===== config.mk =====
export PLATFORM = sky130hd
export DESIGN_NAME = fcr_ctrl
export DESIGN_NICKNAME = d
export VERILOG_FILES = /design/src/rtl/fcr_pkg.sv /design/src/rtl/fcr_ctrl.sv
export SDC_FILE = /design/constraint.sdc
export NUM_CORES = 1
export LEC_CHECK = 0
export BUFFER_PORTS_ARGS = -buffer_cell sky130_fd_sc_hd__buf_2
export CAP_MARGIN = 40
export CORE_AREA = 2 2 39 41
export DETAILED_ROUTE_END_ITERATION = 16
export DIE_AREA = 0 0 41 43
export GPL_TIMING_DRIVEN = 0
export PLACE_DENSITY = 0.67
export SLEW_MARGIN = 10
export SYNTH_ARGS = -nofsm -noshare
export SYNTH_HDL_FRONTEND = slang
export SYNTH_SLANG_ARGS = --single-unit

===== constraint.sdc =====
create_clock -name clk -period 1.8 [get_ports clk]
set_clock_uncertainty 0.1 [all_clocks]
set_input_delay 0 -clock clk [delete_from_list [all_inputs] [get_ports clk]]
set_output_delay 0 -clock clk [all_outputs]
set_load 0.005 [all_outputs]

===== src/rtl/fcr_pkg.sv =====
package fcr_pkg;

  localparam int MAX_W     = 64;
  localparam int MAX_H     = 64;
  localparam int ROW_AW    = $clog2(MAX_H);
  localparam int CRD_W     = 10;
  localparam int CFG_W     = 7;
  localparam int CFG_IDX_W = 2;
  localparam int RAD_W     = 6;
  localparam int LIM_W     = 13;
  localparam int BIT_W     = 3;

  localparam logic [CFG_IDX_W-1:0] CFG_WIDTH  = 2'd0;
  localparam logic [CFG_IDX_W-1:0] CFG_HEIGHT = 2'd1;

  typedef struct packed {
    logic load;
    logic rd_issue;
    logic disc_init;
    logic disc_next;
    logic row_init;
    logic search_step;
    logic mem_wr;
    logic row_next;
    logic out_load;
  } cmd_t;

  typedef struct packed {
    logic d_zero;
    logic disc_empty;
    logic disc_last;
    logic row_last;
    logic search_last;
  } sts_t;

endpackage


===== src/rtl/fcr_ctrl.sv =====
module fcr_ctrl import fcr_pkg::*; (
  input  logic clk,
  input  logic rst_n,
  input  logic in_valid,
  input  logic in_req_type,
  output logic in_ready,
  output logic out_valid,
  input  logic out_ready,
  input  sts_t st,
  output cmd_t cmd
);

  localparam logic [2:0] S_IDLE = 3'd0;
  localparam logic [2:0] S_RDI  = 3'd1;
  localparam logic [2:0] S_DISC = 3'd2;
  localparam logic [2:0] S_CHK  = 3'd3;
  localparam logic [2:0] S_ROW  = 3'd4;
  localparam logic [2:0] S_SRCH = 3'd5;
  localparam logic [2:0] S_WR   = 3'd6;
  localparam logic [2:0] S_DONE = 3'd7;

  logic [2:0] state_r, state_nxt;
  logic       out_valid_r, out_valid_nxt;

  always_comb begin
    cmd       = '0;
    state_nxt = state_r;
    case (state_r)
      S_IDLE: begin
        if (in_valid) begin
          cmd.load  = 1'b1;
          state_nxt = in_req_type ? S_RDI : S_DISC;
        end
      end
      S_RDI: begin
        cmd.rd_issue = 1'b1;
        state_nxt    = S_DONE;
      end
      S_DISC: begin
        if (st.d_zero) begin
          state_nxt = S_DONE;
        end else begin
          cmd.disc_init = 1'b1;
          state_nxt     = S_CHK;
        end
      end
      S_CHK: begin
        if (!st.disc_empty) begin
          state_nxt = S_ROW;
        end else if (st.disc_last) begin
          state_nxt = S_DONE;
        end else begin
          cmd.disc_next = 1'b1;
          state_nxt     = S_DISC;
        end
      end
      S_ROW: begin
        cmd.row_init = 1'b1;
        state_nxt    = S_SRCH;
      end
      S_SRCH: begin
        cmd.search_step = 1'b1;
        if (st.search_last) begin
          state_nxt = S_WR;
        end
      end
      S_WR: begin
        cmd.mem_wr = 1'b1;
        if (!st.row_last) begin
          cmd.row_next = 1'b1;
          state_nxt    = S_ROW;
        end else if (st.disc_last) begin
          state_nxt = S_DONE;
        end else begin
          cmd.disc_next = 1'b1;
          state_nxt     = S_DISC;
        end
      end
      S_DONE: begin
        if (!out_valid_r || out_ready) begin
          cmd.out_load = 1'b1;
          state_nxt    = S_IDLE;
        end
      end
      default: state_nxt = S_IDLE;
    endcase
  end

  always_comb begin
    out_valid_nxt = out_valid_r;
    if (cmd.out_load) begin
      out_valid_nxt = 1'b1;
    end else if (out_ready) begin
      out_valid_nxt = 1'b0;
    end
  end

  always_ff @(posedge clk) begin
    if (!rst_n) begin
      state_r     <= S_IDLE;
      out_valid_r <= 1'b0;
    end else begin
      state_r     <= state_nxt;
      out_valid_r <= out_valid_nxt;
    end
  end

  assign in_ready  = (state_r == S_IDLE);
  assign out_valid = out_valid_r;

endmodule


* Word-level counts from Yosys, hierarchy flattened
Cells that the tools add are included.
Word-level totals: register bits 4, output and inout bits 11, logic and storage cells 43, input bits 10
Operators by class: equal/unequal tests 10, muxes and demuxes 26, reduce and logical (&&, ||, !) cells 5
Operators with widths (number):
- $pmux W3 S8 | 1
- $mux W3 | 7
- $mux W1 | 15
- $eq A3 B3 Y1 const B | 4
- $eq A3 B2 Y1 const B | 2
- $ne A2 B2 Y1 const B | 3
- $mux W2 | 2
- $eq A3 B1 Y1 const B | 1
- $logic_not A3 Y1 | 1
- $reduce_and A3 Y1 | 1
- $pmux W1 S2 | 1
- $reduce_bool A2 Y1 | 1
- $logic_not A1 Y1 | 1
- $logic_or A1 B1 Y1 | 1

* Longest topological paths before layout
Gate-level depths: netlist of run 1.
depth in word-level cells 5, gate-level depth with buffers 5, depth with buffers taken out 3

* Worst setup path before layout of run 1
Ideal clock, no wire load.
path type register to register, start register state_r[1], end register state_r[2], buffers on the path 1, slack 495 ps, library setup time 66 ps, period minus slack after synthesis 1305 ps, stages on the path, launching flop included 5, data arrival time 1139 ps, path through dfxtp_1 > buf_6 > and3b_1 > mux4_2 > a21boi_2
Between the ends: word-level cells in the longest chain between the ends 3
Ends and longest elaborated chain:
- start, declared | RTL line fcr_ctrl.sv:22 | logic [2:0] state_r, state_nxt;
- start signal, assigned | RTL line fcr_ctrl.sv:103 | state_r <= state_nxt;
- $eq A3 B3 Y1 or $logic_not A3 Y1 (tied branches) | RTL line fcr_ctrl.sv:28 | case (state_r)
- $ne A2 B2 Y1 (no source line)
- $reduce_and A3 Y1 (no source line)
Parallel ways exist; a longest one is shown, timed or not. A chain may end at the register's enable or synchronous reset.

==> results of run 1 <==
## flip-flops by register name, indices dropped and copies added, names as in the netlist
register   cells
state_r        3
out_valid      1
## layer usage
layer	wire length, um	share of wire, %	track usage [%]	vias to the layer above
met1	484	44	17.7	209
met5	0	0	0	-
met4	0	0	6.00	0
li1	-	-	-	234
met2	552	50	20.6	15
met3	68	6.2	9.42	0
## final timing paths
path         startpoint          to  depth (start not counted)
max reg2reg  state_r[1]  state_r[2]                          4
max          state_r[0]      cmd[0]                          6
min            in_valid  state_r[0]                          3
min reg2reg   out_valid   out_valid                          2
## kinds of logic (layout without fill, tap and decap cells)
logic type	Yosys count	after routing	share of synthesized area, %
and+or+nand+nor	29	29	42.9
AOI/OAI and AO/OA	12	12	23.3
buffers and inverters	5	30	8.38
DFF	4	4	19.9
muxes	1	1	5.59
## metrics by stage
step	total power [mW]	utilization, %	worst slack [ps]	hold WS, ps
after detailed placement	0.638	37.8	442	147
after global routing	0.828	40.9	99.8	20.9
after CTS	0.763	40.9	248	28.3
after global placement	0.631	37.8	466	145
final	0.760	40.9	250	30.4
after floorplan	0.496	-	495	-69.8
## layout make-up
| type | count | area share (%) |
|---|---|---|
| Tap cell | 16 | 3.54 |
| Buffer | 5 | 5.97 |
| Clock buffer | 3 | 3.98 |
| Multi-Input combinational cell | 42 | 51.1 |
| Timing Repair Buffer | 22 | 21.2 |
| Sequential cell | 4 | 14.2 |
## power by group through the flow
stage          Combinational [mW]  Clock (mW)  Sequential, mW
6_report                    0.489       0.108           0.163
5_1_grt                     0.529       0.129           0.169
4_1_cts                     0.488       0.113           0.163
3_5_place_dp                0.475           0           0.163
3_3_place_gp                0.468           0           0.163
2_1_floorplan               0.343           0           0.153
## worst min-delay path, cell delays in order
cell and delay, ps:
buf_2 90, nand2b_1 90, o311a_1 150
## Yosys cell counts, drive strengths merged
cell / number
a31oi: 1
a211oi: 1
nand4: 1
nand3b: 2
buf: 5
nor2b: 6
o31ai: 1
a21boi: 2
nor3: 1
o211a: 1
nand3: 1
o21bai: 2
o311a: 1
a21oi: 1
o21ai: 1
nor4b: 1
and2: 2
dfxtp: 4
nor2: 3
nand2b: 3
mux4: 1
nor3b: 1
and3b: 3
o41ai: 1
nand2: 5
==> impl_metrics.tcl, run 1 <==
set metrics [dict create \
    ys_seq_elements 4 \
    cpMaxStageDelayCell "dfxtp_1" \
    dp.cells 87 \
    hold_viol 0 \
    synth_area_leaders "dfxtp_1, nor2b_1, and3b_1" \
    portBuffers 20 \
    timing.critical_path.mode_cell "buf_2" \
    fillers 152 \
    final_area_um2 566 \
    remaining_drc_errors 0 \
    grt_max_degree 11 \
    final_nets 88 \
    required_ps 1700 \
    clock_sinks 4 \
    die_x_um 41 \
    hold_buffers 2 \
    ant_nets 0 \
    yosysSeqAreaShare_pct 19.9 \
    reg2reg_slack_ps 400 \
    drtIter0Drc 9 \
    hpwlAfterDp_um 782 \
    swShare_pct 41.9 \
    num_rows 14 \
    mostFrequentLayoutCells "buf_2, nor2b_1, nand2_1, dfxtp_1" \
    cts-resized-gates 0 \
    die-area_mm2 0.00176 \
    regArea_um2 80.1 \
    seqPwrFrac_pct 21.4 \
    path_max_fanout 10 \
    wirelength_mm 1.11 \
    cp_slowest_stage_delay_ps 410 \
    wl_per_cell_um 12.0 \
    num_vias 458 \
    grt_overflow 0 \
    ir_drop_mv 0.612 \
    maxSlewViolCount 0 \
    synth_warnings 0 \
    syn_inst 51 \
    core_mm2 0.00138 \
    yosysTopAreaCell "dfxtp_1" \
    maxCapViolCount 0 \
    worst_pin_slew_ps 274 \
    cp-start-kind "register" \
    tritoncts "done" \
    internal-power_mw 0.442 \
    clock_latency_ps 230 \
    synth_cell_types 28 \
    synth.top_cell.area_share_pct 19.9 \
    end_kind "output port" \
    cts-root-buf "clkbuf_4" \
    min_period_over_period_pct 86.1 \
    setup_violations 0 \
    holdCritPathClass "input pin to register" \
    cts_buffers 3 \
    leakage_nw 0.284 \
    cts.htree.levels 1 \
    rsz0062_at_grt "false" \
    path_buf_inv 3 \
    worstPathArrival_ps 1450 \
    ioPinCount 21 \
    start_util_pct 29.1 \
    instances_no_fill 92 \
    grt_usage_pct 14.9 \
    layout_commonest_cell "buf_2" \
    power_density_mw_per_mm2 1340 \
    max_freq_mhz 645 \
    finalSetupTns_ps 0 \
    synth_area_um2 403 \
    crit_type "register to output port" \
    area_growth_pct 40.4 \
    status "completed" \
    multi_input_area_um2 289 \
    post_cts_buffers 0 \
    place.gp.congestion 0.768 \
    drt-vias-per-instance 4.98 \
    switchingPower_mw 0.318 \
    post-route-min-period_ps 1550 \
    die_height_um 43 \
    comb_power_share_pct 64.3 \
    grt_pass1_vias 380 \
    critPathTopFamily "buffers and inverters" \
    grt_pass1_wl_mm 1.73 \
    clk_pin_slew_ps 30 \
    avgSynthCellArea_um2 7.90 \
    slew_headroom_pct 81.5 \
    dpl_cell_area_um2 523 \
    drt_pass1_iterations 5 \
    syn_nets 61 \
    cp_cell_sequence "buf_2 -> and2_1 -> nand2_1 -> nor2_1 -> buf_4 -> buf_2" \
    n_antenna_cell 0 \
    antenna_found_initial 0 \
    cts_buffer_depth 2 \
    clock_power_share_pct 14.2 \
    drive_gt1_share_pct 39.5 \
]
(Power assumes the default switching activity.)
==> run 2, diff against run 1 <==
--- a/config.mk
+++ b/config.mk
@@ -5,6 +5,7 @@
 export SDC_FILE = /design/constraint.sdc
 export NUM_CORES = 1
 export LEC_CHECK = 0
+export ABC_AREA = 1
 export BUFFER_PORTS_ARGS = -buffer_cell sky130_fd_sc_hd__buf_2
 export CAP_MARGIN = 40
 export CORE_AREA = 2 2 39 41
==> run 2 against run 1 <==
Area after synthesis unchanged. Final area is 1.8% higher. Combinational power is 16% higher. Count of clock-buffer cells in the layout did not move. Die area stayed put. Sequential share of layout area fell by 0.25 points. Power rose by 9.1%. Register-to-register slack gained 150 ps. Critical path type unchanged. Critical endpoint is now cmd[5]. Largest cell class unchanged.
==> impl_metrics.tcl, run 2 <==
set metrics [dict create \
    syn_inst 65 \
    portBuffers 20 \
    ys.flop_type "dfxtp_1" \
    final_area_um2 576 \
    hold_viol 0 \
    n_antenna_cell 0 \
    grt_pass1_wl_mm 1.70 \
    maxCapViolCount 0 \
    hold_start "st[4]" \
    rsz0062_at_grt "false" \
    mostFrequentLayoutCells "buf_2, nand2_1, nor2_1, inv_1" \
    cp_slowest_stage_delay_ps 310 \
    setup_violations 0 \
    hold_depth 5 \
    synthArstFlopShare_pct 0 \
    wl_per_cell_um 9.50 \
    synth_warnings 0 \
    synth_area_um2 403 \
    ioPinCount 21 \
    layout_commonest_cell "buf_2" \
    slew_headroom_pct 84.2 \
    min_to "state_r[2]" \
    yosysSeqAreaShare_pct 19.9 \
    maxSlewViolCount 0 \
    synth.top_cell.area_share_pct 19.9 \
    avgSynthCellArea_um2 6.20 \
    synth_cell_types 21 \
    yosysMostFrequentCell "nand2_1" \
    finalSetupTns_ps 0 \
    drive_gt1_share_pct 41.8 \
    clock_latency_ps 240 \
    die-area_mm2 0.00176 \
    hpwlAfterDp_um 768 \
    ys_seq_elements 4 \
    status "completed" \
    crit_type "register to output port" \
    critPathTopFamily "flip-flops" \
    drt_pass1_iterations 4 \
    cts-root-buf "clkbuf_4" \
    path_buf_inv 2 \
    clock_sinks 4 \
    cp_cell_sequence "buf_6 -> nand2_2 -> nor2_4 -> nand2_2 -> a21oi_1 -> buf_2" \
    r2r_cells 7 \
    dpl_cell_area_um2 523 \
    worst_pin_slew_ps 236 \
    top_register "state_r" \
    grt_max_degree 11 \
    cts_buffer_depth 2 \
    timing.critical_path.mode_cell "nand2_2" \
    end_kind "output port" \
    num_rows 14 \
    remaining_drc_errors 0 \
    leakage_nw 0.319 \
    clk_pin_slew_ps 40 \
    wirelength_mm 1.02 \
    path_max_fanout 8 \
    ant_nets 0 \
    ir_drop_mv 0.610 \
    required_ps 1700 \
    worstReg2RegEnd "state_r[0]" \
    num_vias 506 \
    final_nets 103 \
    syn_nets 75 \
    tritoncts "done" \
    synth_area_leaders "dfxtp_1, nand2_1, nor2_1" \
    rr_startpoint "state_r[1]" \
    grt_overflow 0 \
    yosysTopAreaCell "dfxtp_1" \
    area_growth_pct 42.9 \
    synth_edf_count 0 \
    core_mm2 0.00138 \
    power_density_mw_per_mm2 1440 \
    post-route-min-period_ps 1320 \
    cts.htree.levels 1 \
    place.gp.congestion 0.857 \
    min_period_over_period_pct 73.4 \
    start_util_pct 29.1 \
    max_freq_mhz 757 \
    cp-start-kind "register" \
    reg2reg_slack_ps 550 \
    drtIter0Drc 17 \
    netlist_top_cells_count "nand2_1, nor2_1, inv_1" \
    fillers 153 \
    antenna_found_initial 0 \
    holdCritPathClass "input pin to register" \
    cpMaxStageDelayCell "dfxtp_1" \
    die_height_um 43 \
    worstPathArrival_ps 1220 \
    cts_buffers 3 \
    largest_reg_flops 3 \
    grt_pass1_vias 427 \
    die_x_um 41 \
    drt-vias-per-instance 4.73 \
    grt_usage_pct 13.7 \
]
[run 2: cell types whose count changed in the layout (fill, tap and decap cells not counted), moves of 3 or more]
cell	change
nand2_1	+9
inv_1	+7
nor2b_1	-6
nor2_1	+5
and3b_1	-3
buf_2	-3
inv_2	+3
nand2_2	+3
nand2b_1	-3
nand3_1	+3
[run 2: area by class of cell]
cell class	count	area [um^2]	area share (%)
plain buffers	3	30.0	5.22
clock buffers	3	22.5	3.91
inverters	10	37.5	6.52
multi-input cells	48	255	44.3
flip-flops and latches	4	80.1	13.9
well taps	16	20.0	3.48
repair buffers	23	130	22.6
[run 2: logic make-up (layout without fill, tap and decap cells)]
kind of cell	after synthesis	in the layout	share of synthesized area (%)
compound gates	7	7	9.32
simple gates	41	41	54.0
flops	4	4	19.9
buf+inv	13	39	16.8
[run 2: worst max-delay path by stage]
stage / from / to / slack (ps) / depth (start not counted)
finish: state_r[0] / cmd[5] / 480 / 6
detailed placement: state_r[1] / state_r[0] / 540 / 7
floorplan: state_r[0] / state_r[0] / 680 / 9
global placement: state_r[1] / state_r[0] / 550 / 7
global route: state_r[1] / state_r[0] / 400 / 7
CTS: state_r[0] / cmd[5] / 480 / 6
[run 2: worst register-to-register path: cells and delay by family, from the launching register on]
family                 cells  cell delay (ps)
AND/OR/NAND/NOR            6              540
buffers and inverters      1              110
flip-flops                 1              390
[run 2: per-layer routing]
layer	routed length [um]	track usage [%]
met5	0	0
met4	10	6.00
met3	57	1.57
met2	460	20.6
met1	488	18.9
[run 2: repair_timing]
action                    CTS  global route
setup buffers               0             0
hold endpoints to repair    4             0
gates resized for setup     0             0
hold buffers                3             0
[run 2: metrics by stage]
stage	hold WS (ps)	power, mW	util (%)	setup slack [ps]	instances
2_1_floorplan	-72.4	0.567	-	676	65
3_3_place_gp	136	0.702	37.8	553	101
3_5_place_dp	137	0.710	37.8	545	101
4_1_cts	49.8	0.834	41.6	477	107
5_1_grt	81.7	0.913	41.6	404	107
6_report	48.9	0.829	41.6	478	107
[run 2: where the power goes]
group          switching, mW  internal, mW  total [mW]
Clock                 0.0383        0.0747       0.113
Combinational          0.336         0.232       0.568
Sequential            0.0252         0.123       0.148
Total                  0.399         0.429       0.829
==> run 3, diff against run 2 <==
--- a/config.mk
+++ b/config.mk
@@ -12,7 +12,7 @@
 export DETAILED_ROUTE_END_ITERATION = 16
 export DIE_AREA = 0 0 41 43
 export GPL_TIMING_DRIVEN = 0
-export PLACE_DENSITY = 0.67
+export PLACE_DENSITY = 0.7
 export SLEW_MARGIN = 10
 export SYNTH_ARGS = -nofsm -noshare
 export SYNTH_HDL_FRONTEND = slang
==> constraint.sdc (replaced) <==
create_clock -name clk -period 1.2 [get_ports clk]
set_clock_uncertainty 0.1 [all_clocks]
set_input_delay 0 -clock clk [delete_from_list [all_inputs] [get_ports clk]]
set_output_delay 0 -clock clk [all_outputs]
set_load 0.005 [all_outputs]
==> run 3 against run 2 <==
The run now ends with negative hold slack, negative setup slack left. Non-clock buffer count unchanged. Critical path depth decreased by 1. Final area increased by 7.4%. Critical endpoint unchanged. Register-to-register slack got worse by 560 ps.
==> impl_metrics.tcl, run 3 (synthesized netlist as in run 2, its figures left out) <==
set metrics [dict create \
    cts.htree.levels 1 \
    grt_max_degree 11 \
    wirelength_mm 1.05 \
    antenna_found_initial 0 \
    clock_latency_ps 240 \
    post-route-min-period_ps 1290 \
    rr_startpoint "state_r[0]" \
    drt-vias-per-instance 4.71 \
    area_growth_pct 53.4 \
    finalSetupTns_ps -122 \
    maxCapViolCount 0 \
    reg2reg_slack_ps -10 \
    ant_nets 0 \
    critPathTopFamily "buffers and inverters" \
    min_to "state_r[1]" \
    violations "negative hold slack, negative setup slack" \
    num_rows 14 \
    mostFrequentLayoutCells "buf_2, nand2_1, inv_1, nor2_1" \
    ir_drop_mv 0.821 \
    remaining_drc_errors 0 \
    cp_slowest_stage_delay_ps 300 \
    clk_pin_slew_ps 40 \
    fin_ws_ps -92.4 \
    hold_start "out_ready" \
    cts_buffer_depth 2 \
    cts-root-buf "clkbuf_4" \
    r2r_cells 8 \
    maxSlewViolCount 0 \
    setup_violations 5 \
    layout_commonest_cell "buf_2" \
    start_util_pct 29.1 \
    hold_buffers 2 \
    drt_pass1_iterations 4 \
    holdCritPathClass "input pin to register" \
    die_height_um 43 \
    core_mm2 0.00138 \
    worstPathArrival_ps 1190 \
    final_area_um2 618 \
    die-area_mm2 0.00176 \
    clock_sinks 4 \
    worst_pin_slew_ps 228 \
    drive_gt1_share_pct 49.5 \
    end_kind "output port" \
    top_register "state_r" \
    pre_cts_ws_ps -63.3 \
    path_buf_inv 3 \
    die_x_um 41 \
    worstReg2RegEnd "state_r[0]" \
    crit_type "register to output port" \
    slew_headroom_pct 84.8 \
    dpl_cell_area_um2 523 \
    max_freq_mhz 774 \
    leakage_nw 0.325 \
    grt_overflow 0 \
    path_depth 5 \
    cpMaxStageDelayCell "dfxtp_1" \
    wl_per_cell_um 9.79 \
    hpwlAfterDp_um 767 \
    cp-start-kind "register" \
    drtIter0Drc 7 \
    power_density_mw_per_mm2 2240 \
    ioPinCount 21 \
    rsz0062_at_grt "true" \
    grt_pass1_vias 387 \
    path_max_fanout 8 \
    hold_depth 4 \
    min_period_over_period_pct 108 \
    cts_buffers 3 \
    required_ps 1100 \
    place.gp.congestion 0.859 \
    grt_pass1_wl_mm 1.61 \
    final_nets 103 \
    grt_usage_pct 13.6 \
    hold_viol 1 \
    cp_cell_sequence "buf_6 -> inv_4 -> nand4_1 -> a21oi_2 -> buf_2" \
    portBuffers 20 \
    largest_reg_flops 3 \
    num_vias 504 \
    status "finished with violations" \
    post-route-util_pct 44.7 \
    fin_hold_ws_ps -50.6 \
    n_antenna_cell 0 \
    tritoncts "done" \
]
-- run 3: cell count changes in the layout (fill, tap and decap cells not counted), sizes merged --
cell,change
buf,+1
dlygate4sd3,-1
-- run 3: tightest hold or removal path, stage by stage --
cell and delay, ps:
buf_2 80, nor2_2 50, nand2_1 60, a21oi_1 50
-- run 3: worst max-delay path by stage --
stage / endpoint / startpoint
finish: cmd[5] / state_r[0]
global route: cmd[5] / state_r[0]
CTS: cmd[5] / state_r[0]
detailed placement: state_r[0] / state_r[1]
global placement: state_r[0] / state_r[1]
floorplan: state_r[0] / state_r[0]
-- run 3: per-layer routing --
layer / global-route usage (%) / vias to the layer above / wire length (um)
met3: 3.14 / 2 / 54
met4: 10.0 / 0 / 21
met5: 0 / - / 0
li1: - / 258 / -
met1: 18.9 / 225 / 498
met2: 17.5 / 19 / 473
-- run 3: power by group --
group          switching [mW]  internal, mW  total, mW  leakage (nW)
logic                   0.554         0.398      0.952         0.277
registers              0.0623         0.198      0.261        0.0339
clock network          0.0623         0.112      0.175        0.0138
-- run 3: area by class of cell --
type                            instances  area (um^2)
Fill cell                             145          766
Buffer                                  3         30.0
Timing Repair Buffer                   23          128
Tap cell                               16         20.0
Sequential cell                         4         85.1
Multi-Input combinational cell         48          290
Clock buffer                            3         22.5
Inverter                               10         42.5
-- run 3: stage by stage --
stage / hold slack, ps / total power, mW / cells
detailed placement: 138 / 1.06 / 101
global placement: 136 / 1.05 / 101
CTS: -53.7 / 1.27 / 106
finish: -50.6 / 1.39 / 107
global route: -49.4 / 1.52 / 107
floorplan: -72.4 / 0.851 / 65
-- run 3: what timing repair did --
| item | in CTS | in global routing |
|---|---|---|
| pin swaps | 2 | 4 |
| hold endpoints to repair | 4 | 1 |
| setup buffers | 0 | 1 |
| setup endpoints to repair | 7 | 11 |
| resized for setup | 5 | 7 |
